`config.mk`:
```
export PLATFORM = sky130hd
export DESIGN_NAME = spe_ctrl
export DESIGN_NICKNAME = d
export VERILOG_FILES = /design/src/rtl/core/spe_pkg.sv /design/src/rtl/core/spe_ctrl.sv
export VERILOG_INCLUDE_DIRS = /design/src /design/src/rtl/core
export SDC_FILE = /design/constraint.sdc
export NUM_CORES = 1
export LEC_CHECK = 0
export ABC_CLOCK_PERIOD_IN_PS = 1900
export BUFFER_PORTS_ARGS = -buffer_cell sky130_fd_sc_hd__buf_2
export CORE_MARGIN = 2
export CORE_UTILIZATION = 44
export DETAILED_ROUTE_END_ITERATION = 10
export PLACE_DENSITY = 0.8
export SLEW_MARGIN = 20
export SYNTH_ARGS = -nofsm -noshare
export SYNTH_HDL_FRONTEND = slang
export SYNTH_SLANG_ARGS = --single-unit
```
`constraint.sdc`:
```
create_clock -name clk -period 1.9 [get_ports clk]
set_input_delay 0.19 -clock clk [delete_from_list [all_inputs] [get_ports clk]]
set_output_delay 0.19 -clock clk [all_outputs]
set_load 0.02 [all_outputs]
```
`src/rtl/core/scanline_packbits_encoder_macros.svh`:
```
// Assertion macros shared by the encoder modules
`ifndef SCANLINE_PACKBITS_ENCODER_MACROS_SVH
`define SCANLINE_PACKBITS_ENCODER_MACROS_SVH

// same-cycle implication, sampled on clk, off while rst_n is low
`define SPE_ASSERT_NOW(lbl, ante, cons) \
  lbl: assert property (@(posedge clk) disable iff (!rst_n) (ante) |-> (cons)) \
    else $error("check failed: %m");

// next-cycle implication
`define SPE_ASSERT_NEXT(lbl, ante, cons) \
  lbl: assert property (@(posedge clk) disable iff (!rst_n) (ante) |=> (cons)) \
    else $error("check failed: %m");

`endif

```
`src/rtl/core/spe_pkg.sv`:
```
// Types, constants and codes shared by the scanline PackBits encoder
package spe_pkg;

  localparam int MAX_LINE_BYTES_DEF = 4096;
  localparam int MAX_RUN_DEF       = 128;
  localparam int ROW_WIDTH_W       = 13;
  localparam int CFG_DATA_W        = ROW_WIDTH_W;
  localparam logic [ROW_WIDTH_W-1:0] ROW_WIDTH_RST = 13'd64;
  localparam int RAW_LIMIT         = 8;
  localparam int WIDE_LIMIT        = 250;
  localparam logic [7:0] NIBBLE_MASK = 8'h0F;

  localparam logic MODE_PUSH = 1'b0;
  localparam logic MODE_READ = 1'b1;

  typedef enum logic [0:0] {
    CFG_FOUR_BIT_PIXELS = 1'b0,
    CFG_ROW_WIDTH       = 1'b1
  } cfg_idx_t;

  typedef struct packed {
    logic       mode;
    logic [7:0] pixel_index;
  } in_t;

  typedef struct packed {
    logic       byte_valid;
    logic [7:0] out_byte;
    logic       row_end;
    logic       pixel_dropped;
  } out_t;

  typedef enum logic [1:0] {
    K_RAW = 2'd0,
    K_RUN = 2'd1,
    K_LIT = 2'd2
  } kind_t;

  typedef enum logic [1:0] {
    RES_ZERO = 2'd0,
    RES_DROP = 2'd1,
    RES_BYTE = 2'd2
  } res_kind_t;

  typedef enum logic [4:0] {
    ST_IDLE,
    ST_P4_WR,
    ST_ENC_START,
    ST_FILL_A,
    ST_FILL_L,
    ST_DEC,
    ST_LIT_WR,
    ST_RAW_WR,
    ST_ADV,
    ST_LD,
    ST_CHK,
    ST_HDR,
    ST_VAL,
    ST_CNT_HI,
    ST_CNT_LO,
    ST_CLR_INIT,
    ST_CLR,
    ST_FIN,
    ST_RD_TAKE
  } state_t;

  typedef struct packed {
    logic      accept;
    logic      px_rd4;
    logic      px_wr8;
    logic      px_wr4;
    logic      enc_init;
    logic      win_shift;
    logic      pos_inc;
    logic      win_load;
    logic      dec_run;
    logic      dec_lit;
    logic      lit_wr;
    logic      raw_wr;
    logic      run_inc;
    logic      hdr_wr;
    logic      val_wr;
    logic      cnt_hi;
    logic      cnt_lo;
    logic      clr_init;
    logic      clr_step;
    logic      finish;
    logic      rd_take;
    logic      rd_empty;
    logic      emit;
    res_kind_t res;
  } cmd_t;

  typedef struct packed {
    logic  pending;
    logic  rd_ok;
    logic  pc_lt_w;
    logic  pc_last;
    logic  four;
    logic  fill_done;
    kind_t kind;
    logic  triple;
    logic  pos_lt_len;
    logic  run_more;
    logic  cnt_lt_max;
    logic  wide;
    logic  clr_last;
  } sts_t;

endpackage

```
`src/rtl/core/spe_ctrl.sv`:
```
// Sequencer for pixel intake, row encoding, store clearing and byte reads
module spe_ctrl (
  input  logic          clk,
  input  logic          rst_n,
  input  logic          start,
  input  logic          in_mode,
  output logic          busy,
  output spe_pkg::cmd_t cmd_o,
  input  spe_pkg::sts_t sts_i
);

  spe_pkg::state_t state_r, state_nxt;

  always_ff @(posedge clk) begin
    if (!rst_n) begin
      state_r <= spe_pkg::ST_IDLE;
    end else begin
      state_r <= state_nxt;
    end
  end

  always_comb begin
    cmd_o     = '0;
    state_nxt = state_r;
    unique case (state_r)
      spe_pkg::ST_IDLE: begin
        if (start) begin
          cmd_o.accept = 1'b1;
          if (in_mode == spe_pkg::MODE_READ) begin
            if (sts_i.rd_ok) begin
              state_nxt = spe_pkg::ST_RD_TAKE;
            end else begin
              cmd_o.rd_empty = 1'b1;
              cmd_o.emit     = 1'b1;
              cmd_o.res      = spe_pkg::RES_ZERO;
            end
          end else if (sts_i.pending) begin
            cmd_o.emit = 1'b1;
            cmd_o.res  = spe_pkg::RES_DROP;
          end else if (!sts_i.pc_lt_w) begin
            // width shrank under the row: close it with what it holds
            state_nxt = spe_pkg::ST_ENC_START;
          end else if (sts_i.four) begin
            cmd_o.px_rd4 = 1'b1;
            state_nxt    = spe_pkg::ST_P4_WR;
          end else begin
            cmd_o.px_wr8 = 1'b1;
            if (sts_i.pc_last) begin
              state_nxt = spe_pkg::ST_ENC_START;
            end else begin
              cmd_o.emit = 1'b1;
              cmd_o.res  = spe_pkg::RES_ZERO;
            end
          end
        end
      end
      spe_pkg::ST_P4_WR: begin
        cmd_o.px_wr4 = 1'b1;
        if (sts_i.pc_last) begin
          state_nxt = spe_pkg::ST_ENC_START;
        end else begin
          cmd_o.emit = 1'b1;
          cmd_o.res  = spe_pkg::RES_ZERO;
          state_nxt  = spe_pkg::ST_IDLE;
        end
      end
      spe_pkg::ST_ENC_START: begin
        cmd_o.enc_init = 1'b1;
        state_nxt      = spe_pkg::ST_FILL_A;
      end
      spe_pkg::ST_FILL_A: begin
        cmd_o.win_shift = 1'b1;
        state_nxt       = spe_pkg::ST_FILL_L;
      end
      spe_pkg::ST_FILL_L: begin
        cmd_o.win_load = 1'b1;
        if (!sts_i.fill_done) begin
          state_nxt = spe_pkg::ST_FILL_A;
        end else if (sts_i.kind == spe_pkg::K_RAW) begin
          state_nxt = spe_pkg::ST_RAW_WR;
        end else begin
          state_nxt = spe_pkg::ST_DEC;
        end
      end
      spe_pkg::ST_DEC: begin
        if (sts_i.triple) begin
          cmd_o.dec_run = 1'b1;
          state_nxt     = spe_pkg::ST_ADV;
        end else begin
          cmd_o.dec_lit = 1'b1;
          state_nxt     = spe_pkg::ST_LIT_WR;
        end
      end
      spe_pkg::ST_LIT_WR: begin
        cmd_o.lit_wr = 1'b1;
        state_nxt    = spe_pkg::ST_ADV;
      end
      spe_pkg::ST_RAW_WR: begin
        cmd_o.raw_wr = 1'b1;
        state_nxt    = spe_pkg::ST_ADV;
      end
      spe_pkg::ST_ADV: begin
        cmd_o.win_shift = 1'b1;
        cmd_o.pos_inc   = 1'b1;
        state_nxt       = spe_pkg::ST_LD;
      end
      spe_pkg::ST_LD: begin
        cmd_o.win_load = 1'b1;
        state_nxt      = spe_pkg::ST_CHK;
      end
      spe_pkg::ST_CHK: begin
        case (sts_i.kind)
          spe_pkg::K_RAW: begin
            state_nxt = sts_i.pos_lt_len ? spe_pkg::ST_RAW_WR : spe_pkg::ST_CLR_INIT;
          end
          spe_pkg::K_RUN: begin
            if (sts_i.pos_lt_len && sts_i.run_more) begin
              cmd_o.run_inc = 1'b1;
              state_nxt     = spe_pkg::ST_ADV;
            end else begin
              state_nxt = spe_pkg::ST_HDR;
            end
          end
          spe_pkg::K_LIT: begin
            // a literal stops before a triple of equal bytes
            if (sts_i.pos_lt_len && sts_i.cnt_lt_max && !sts_i.triple) begin
              state_nxt = spe_pkg::ST_LIT_WR;
            end else begin
              state_nxt = spe_pkg::ST_HDR;
            end
          end
          default: begin
            state_nxt = spe_pkg::ST_HDR;
          end
        endcase
      end
      spe_pkg::ST_HDR: begin
        cmd_o.hdr_wr = 1'b1;
        if (sts_i.kind == spe_pkg::K_RUN) begin
          state_nxt = spe_pkg::ST_VAL;
        end else begin
          state_nxt = sts_i.pos_lt_len ? spe_pkg::ST_DEC : spe_pkg::ST_CNT_HI;
        end
      end
      spe_pkg::ST_VAL: begin
        cmd_o.val_wr = 1'b1;
        state_nxt    = sts_i.pos_lt_len ? spe_pkg::ST_DEC : spe_pkg::ST_CNT_HI;
      end
      spe_pkg::ST_CNT_HI: begin
        cmd_o.cnt_hi = sts_i.wide;
        state_nxt    = spe_pkg::ST_CNT_LO;
      end
      spe_pkg::ST_CNT_LO: begin
        cmd_o.cnt_lo = 1'b1;
        state_nxt    = spe_pkg::ST_CLR_INIT;
      end
      spe_pkg::ST_CLR_INIT: begin
        cmd_o.clr_init = 1'b1;
        state_nxt      = spe_pkg::ST_CLR;
      end
      spe_pkg::ST_CLR: begin
        cmd_o.clr_step = 1'b1;
        if (sts_i.clr_last) begin
          state_nxt = spe_pkg::ST_FIN;
        end
      end
      spe_pkg::ST_FIN: begin
        cmd_o.finish = 1'b1;
        cmd_o.emit   = 1'b1;
        cmd_o.res    = spe_pkg::RES_ZERO;
        state_nxt    = spe_pkg::ST_IDLE;
      end
      spe_pkg::ST_RD_TAKE: begin
        cmd_o.rd_take = 1'b1;
        cmd_o.emit    = 1'b1;
        cmd_o.res     = spe_pkg::RES_BYTE;
        state_nxt     = spe_pkg::ST_IDLE;
      end
      default: begin
        state_nxt = spe_pkg::ST_IDLE;
      end
    endcase
  end

  assign busy = (state_r != spe_pkg::ST_IDLE);

`include "scanline_packbits_encoder_macros.svh"

  `SPE_ASSERT_NEXT(a_emit_ends_request, cmd_o.emit, state_r == spe_pkg::ST_IDLE)
  `SPE_ASSERT_NOW(a_dec_has_bytes, state_r == spe_pkg::ST_DEC, sts_i.pos_lt_len)

endmodule

```
==> results of run 1 <==
-- layout make-up --
type	instances	area [µm²]
Tap cell	25	31.3
Inverter	5	18.8
Multi-Input combinational cell	105	638
Fill cell	167	634
Timing Repair Buffer	48	253
Sequential cell	5	106
Clock buffer	4	26.3
-- cells in the final DEF, fill, tap and decap left out, types with 2 or more instances in the layout --
master / netlist / final
inv_1: 5 / 5
o2111a_1: 2 / 2
buf_2: 3 / 43
nand3b_1: 3 / 3
nand2_1: 11 / 11
o21ai_0: 8 / 8
nor3b_1: 4 / 4
o22ai_1: 2 / 2
a21oi_1: 7 / 7
and3b_1: 3 / 3
dfxtp_2: 0 / 5
nand3_1: 4 / 4
nor2_1: 16 / 15
nor4_1: 4 / 4
nor3_1: 9 / 9
or3_1: 3 / 3
nand2b_1: 6 / 6
buf_4: 1 / 5
a221o_1: 2 / 2
nor2b_1: 2 / 2
clkbuf_4: 0 / 3
-- synth_stat cells (2+ instances only) --
cell type	n	share of area, %
nor3_1	9	5.7
nand3_1	4	2.5
clkbuf_1	3	1.4
inv_1	5	2.4
nor4_1	4	3.2
nand2b_1	6	4.7
a221o_1	2	2.5
a21oi_1	7	4.4
dfxtp_1	5	13
and3b_1	3	3.3
buf_2	3	1.9
nor2b_1	2	1.6
nand2_1	11	5.2
o22ai_1	2	1.6
nor2_1	16	7.6
nand3b_1	3	2.8
nor3b_1	4	3.8
o2111a_1	2	2.8
or3_1	3	2.4
o21ai_0	8	5.1
-- metrics by stage --
| stage | instance area, µm² | util, % |
|---|---|---|
| CTS | 1070 | 62.6 |
| detailed placement | 1040 | 60.8 |
| global placement | 1040 | 60.8 |
| floorplan | 792 | - |
| global route | 1070 | 62.9 |
| finish | 1070 | 62.9 |
-- layer usage --
layer	up-vias	track usage, %
li1	539	-
met1	496	33.4
met2	53	38.9
met3	7	6.67
met4	0	8.57
met5	-	0
-- timing repair --
action                                  in CTS  in global routing
setup buffers                                0                  0
gates resized for setup                      3                  3
endpoints found under the setup margin       2                  7
-- final timing paths --
kind                                              start                       to  depth (start not counted)
worst max-delay path            state_r[1]$_SDFFE_PN0P_                cmd_o[12]                          4
worst max register to register  state_r[0]$_SDFFE_PN0P_  state_r[1]$_SDFFE_PN0P_                          5
worst min register to register  state_r[4]$_SDFFE_PN0P_  state_r[0]$_SDFFE_PN0P_                          2
worst min-delay path                              rst_n  state_r[2]$_SDFFE_PN0P_                          2
-- logic make-up after synthesis --
family / Yosys count / share of synthesized area [%]
flip-flops: 5 / 12.6
XOR/XNOR: 1 / 1.11
AO/OA/AOI/OAI: 31 / 27.2
AND/OR/NAND/NOR: 71 / 49.3
buffers and inverters: 13 / 7.11
multiplexers: 2 / 2.69
-- power by group through the flow --
stage               clock network [µW]  registers [µW]  logic [µW]
global placement                     0             181         532
detailed placement                   0             185         544
global route                       138             196         602
floorplan                            0             134         424
finish                             130             191         551
CTS                                135             186         547
==> metrics.txt, run 1 <==
status finished, final reports clean; critical path type reg -> out; Ports 44; sequential-to-total area share from yosys stat around an eighth; Tmin final about 1800 ps; number of flip-flops in the largest register 5; routed wl met2 about 1200 µm; drt total wl ~2600 µm; CTS sink cnt 5; Critical Path AT around 1600 ps; # port buffers 43; syn avg cell area between 6 and 7 µm²; Worst Path Max Fanout 9; area of the die roughly 2200 µm²; routed vias roughly 1100; Max-slew headroom between 80% and 90%; Top Metal Used met4; Mapped Cells 123; WL met1 1090 µm; Final ANT Viol Nets 0; final setup TNS 0 ps; non-filler cells, final between 150 and 200; Post-Syn Area roughly 800 µm²; gpl congestion roughly 1; DR iter-0 viols between 60 and 70; Top reg by flops state_r; largest stage delay on the critical path roughly 440 ps; crit start category register; Async SR Flop Fraction 0%; total power between 800 and 900 µW; final layout net count 186; placeable core region around 1700 µm²; hold slack 201 ps; Primary FF master, synth dfxtp_1; sw frac between 50% and 60%; total global routing overflow 0; FP Rows 15; # hold bufs at CTS 0; fin crit share between 90 and 100%; Crit path max-delay family simple AND/OR/NAND/NOR gates; Critical-path top delay cell or3b_4; clk_skew slightly below 8 ps; CTS root buf clkbuf_4; Placed Cells incl. Taps ~190; Hold WC Path Type in -> reg; Clk Latency, worst-skew pair approximately 260 ps; htree depth 1; Ant. Diodes 0; Slew Viols, Final 0; Reg power frac 21.9%; Syn Nets ~140; first-pass GRT wire length 3860 µm; vias in the first global route 871; Place WS about 230 ps; met3 wire length 198 µm; RSZ-0062 raised after global routing false; Synth cell types 41; Worst-Margin Slew a little under 300 ps; Residual DRC 0; Clock Path Buffers 2; Initial DRT Pass Iterations 4; Starting Density 46.4%; layout cells sized above 1 around 37%; Comb power frac 63.2%; total track usage around 25%; Layout area overhead 35.5%; Syn. warnings 0; clock power share ~15%; final setup violation count 0; register-to-register setup slack roughly 370 ps; crit path cell chain or3b_4 > or2_4 > nor2_1 > buf_2; CP Capture Type output port; die height between 40 and 50 µm; number of synthesized register bits 5; via density per instance between 5 and 6; final setup margin roughly 80 ps; internal power 427 µW; Max Cap Violations 0; Max Fclk between 0.5 and 0.6 GHz; chip width 46.4 µm; final-report hold violation count 0; worst path required time about 1700 ps; DR WL/cell around 13 µm; Max IR drop VDD approximately 0.53 mV; largest net degree at the start of global routing 17; Post-synth EDFFs 0; biggest regs state_r x5; Crit path buffers/inverters 1; Switch Pwr roughly 450 µW; CTS clk-pin slew, worst paths about 50 ps; initial antenna violation count 0; post-detail-place hpwl approximately 2000 µm; LEAKAGE around 0.00052 µW; CTS tree yes; Pwr Density a little over 800 nW/µm²; TritonCTS Buffers 3
Power figures use the tool's default switching activity.
==> inputs of run 2 (changes only) <==
--- a/config.mk
+++ b/config.mk
@@ -6,12 +6,12 @@
 export SDC_FILE = /design/constraint.sdc
 export NUM_CORES = 1
 export LEC_CHECK = 0
-export ABC_CLOCK_PERIOD_IN_PS = 1900
+export ABC_CLOCK_PERIOD_IN_PS = 1800
 export BUFFER_PORTS_ARGS = -buffer_cell sky130_fd_sc_hd__buf_2
 export CORE_MARGIN = 2
-export CORE_UTILIZATION = 44
+export CORE_UTILIZATION = 39
 export DETAILED_ROUTE_END_ITERATION = 10
-export PLACE_DENSITY = 0.8
+export PLACE_DENSITY = 0.72
 export SLEW_MARGIN = 20
 export SYNTH_ARGS = -nofsm -noshare
 export SYNTH_HDL_FRONTEND = slang
==> constraint.sdc (replaced) <==
create_clock -name clk -period 1.8 [get_ports clk]
set_input_delay 0.18 -clock clk [delete_from_list [all_inputs] [get_ports clk]]
set_output_delay 0.18 -clock clk [all_outputs]
set_load 0.02 [all_outputs]
==> run 2 against run 1 <==
Cell area grew 8.0%; sequential power down 2%; clock skew is 0.73 ps lower; combinational power rose by 20%; sequential cell count unchanged; routed wire length is 0.12% lower; register-to-register slack worse by 120 ps; first-iteration DRC count fell by 33%; largest power group unchanged; largest cell class unchanged; sequential share of layout area is 0.52 points lower; critical path depth is 1 higher.
==> metrics.txt, run 2 (synthesized netlist as in run 1, its figures left out) <==
largest net degree at the start of global routing 18; status finished, final reports clean; fin area ~1200 µm²; Layout area overhead 46.4%; LEAKAGE approximately 0.00056 µW; leading cell type in the layout, fill and taps excluded buf_2; clk_skew 7.17 ps; critical path type reg -> out; layout cells sized above 1 between 40% and 50%; htree depth 1; total global routing overflow 0; internal power 505 µW; DR WL/cell approximately 13 µm; final setup violation count 0; R2R depth 5; final-report hold violation count 0; Switch Pwr around 480 µW; CTS tree yes; Max Cap Violations 0; total track usage ~20%; DR iter-0 viols 43; reg2reg start state_r[1]$_SDFFE_PN0P_; die height between 40 and 50 µm; # hold bufs at CTS 0; reg2reg end state_r[1]$_SDFFE_PN0P_; CTS root buf clkbuf_4; Pwr Density roughly 850 nW/µm²; crit path cell chain buf_4 > nor2_2 > nand3_2 > nor3_1 > buf_2; met3 wire length 147 µm; fin util ~60%; CTS sink cnt 5; Worst Path Max Fanout 10; Initial DRT Pass Iterations 4; Max-slew headroom around four fifths; Comb power frac ~67%; clock power share about 14%; min-delay src rst_n; sw frac ~50%; routed wl met2 between 1000 and 1500 µm; Ant. Diodes 0; # port buffers 43; Starting Density 40.8%; drt total wl ~2600 µm; initial antenna violation count 0; Clk Latency, worst-skew pair around 260 ps; chip width around 50 µm; routed vias 1144; Max IR drop VDD between 0.6 and 0.7 mV; via density per instance ~5.7; Top reg by flops state_r; Reg power frac a little under a fifth; vias in the first global route between 900 and 1000; Worst-Margin Slew ~310 ps; TritonCTS Buffers 3; fin crit share approximately 100%; Residual DRC 0; FP Rows 16; Slew Viols, Final 0; Final ANT Viol Nets 0; final layout net count approximately 190; placed inst area about 1100 µm²; Hold WC Path Type in -> reg; most frequent cells in the layout buf_2 (42), nor2_1 (15), buf_4 (13), nand2_1 (11); Max Fclk about 0.57 GHz; WL met1 about 1100 µm; filler cell count 180; biggest regs state_r x5; worst path required time between 1500 and 2000 ps; Hold EP state_r[2]$_SDFFE_PN0P_; Critical Path AT between 1500 and 2000 ps; largest stage delay on the critical path approximately 360 ps; CP Capture Type output port; number of flip-flops in the largest register 5; Top Metal Used met4; area of the die ~2400 µm²; Critical-path top delay cell dfxtp_1; register-to-register setup slack around 250 ps; Hold Path Depth 2; Tmin final 1750 ps; RSZ-0062 raised after global routing true; Ports 44; placeable core region approximately 2000 µm²; CTS clk-pin slew, worst paths 50 ps; post-detail-place hpwl about 1900 µm; crit start category register; first-pass GRT wire length roughly 4000 µm; Clock Path Buffers 2; gpl congestion between 0.8 and 0.9
run 2: cell types whose count changed in the layout (fill, tap and decap cells not counted), moves of 2 or more:
cell | before | now
buf_4 | 5 | 13
dfxtp_2 | 5 | 1
dfxtp_1 | 0 | 2
dfxtp_4 | 0 | 2
nand2b_1 | 6 | 4
nand2b_2 | 0 | 2
run 2: how the worst max path moves through the flow:
stage | startpoint | end | slack (ps) | cells past startpoint
after detailed placement | state_r[0]$_SDFFE_PN0P_ | cmd_o[23] | 150 | 4
after global placement | state_r[0]$_SDFFE_PN0P_ | cmd_o[12] | 190 | 4
after CTS | state_r[0]$_SDFFE_PN0P_ | cmd_o[12] | 9 | 4
after floorplan | state_r[0]$_SDFFE_PN0P_ | cmd_o[15] | -20 | 4
after global routing | state_r[3]$_SDFFE_PN0P_ | cmd_o[1] | -50 | 6
final | state_r[3]$_SDFFE_PN0P_ | cmd_o[23] | 50 | 5
run 2: layout make-up:
class | count | area (µm²) | share of cell area [%]
multi-input combinational | 105 | 664 | 57.3
timing repair buffer | 55 | 308 | 26.5
tap | 27 | 33.8 | 2.91
sequential | 5 | 109 | 9.39
clock buffer | 4 | 26.3 | 2.27
inverter | 5 | 18.8 | 1.62
run 2: critical path, delay by kind of cell (launching register included):
kind | cells | cell delay, ps
buf+inv | 2 | 390
flops | 1 | 360
simple gates | 3 | 550
run 2: through the flow:
| stage | power [µW] | cells | TNS [ps] | setup WS, ps | hold slack (ps) |
|---|---|---|---|---|---|
| floorplan | 591 | 123 | -41.5 | -20.8 | 308 |
| global placement | 749 | 191 | 0 | 190 | 465 |
| detailed placement | 761 | 191 | 0 | 152 | 475 |
| CTS | 914 | 195 | 0 | 8.88 | 193 |
| global route | 1060 | 201 | -176 | -47.5 | 203 |
| finish | 988 | 201 | 0 | 49.2 | 201 |
run 2: per-layer routing:
layer / up-vias / GRT usage, %
met1: 533 / 25.7
met5: - / 0
met4: 0 / 11.4
li1: 554 / -
met2: 52 / 32.4
met3: 5 / 1.84
run 2: what timing repair did:
action | CTS | global route
setup buffers | 0 | 6
endpoints found under the setup margin | 10 | 12
gates resized for setup | 4 | 8
run 2: power groups by stage:
stage / combinational (µW) / clock, µW / sequential, µW
detailed placement: 577 / 0 / 184
global placement: 568 / 0 / 181
finish: 661 / 140 / 187
global route: 715 / 149 / 193
CTS: 584 / 145 / 185
floorplan: 449 / 0 / 142
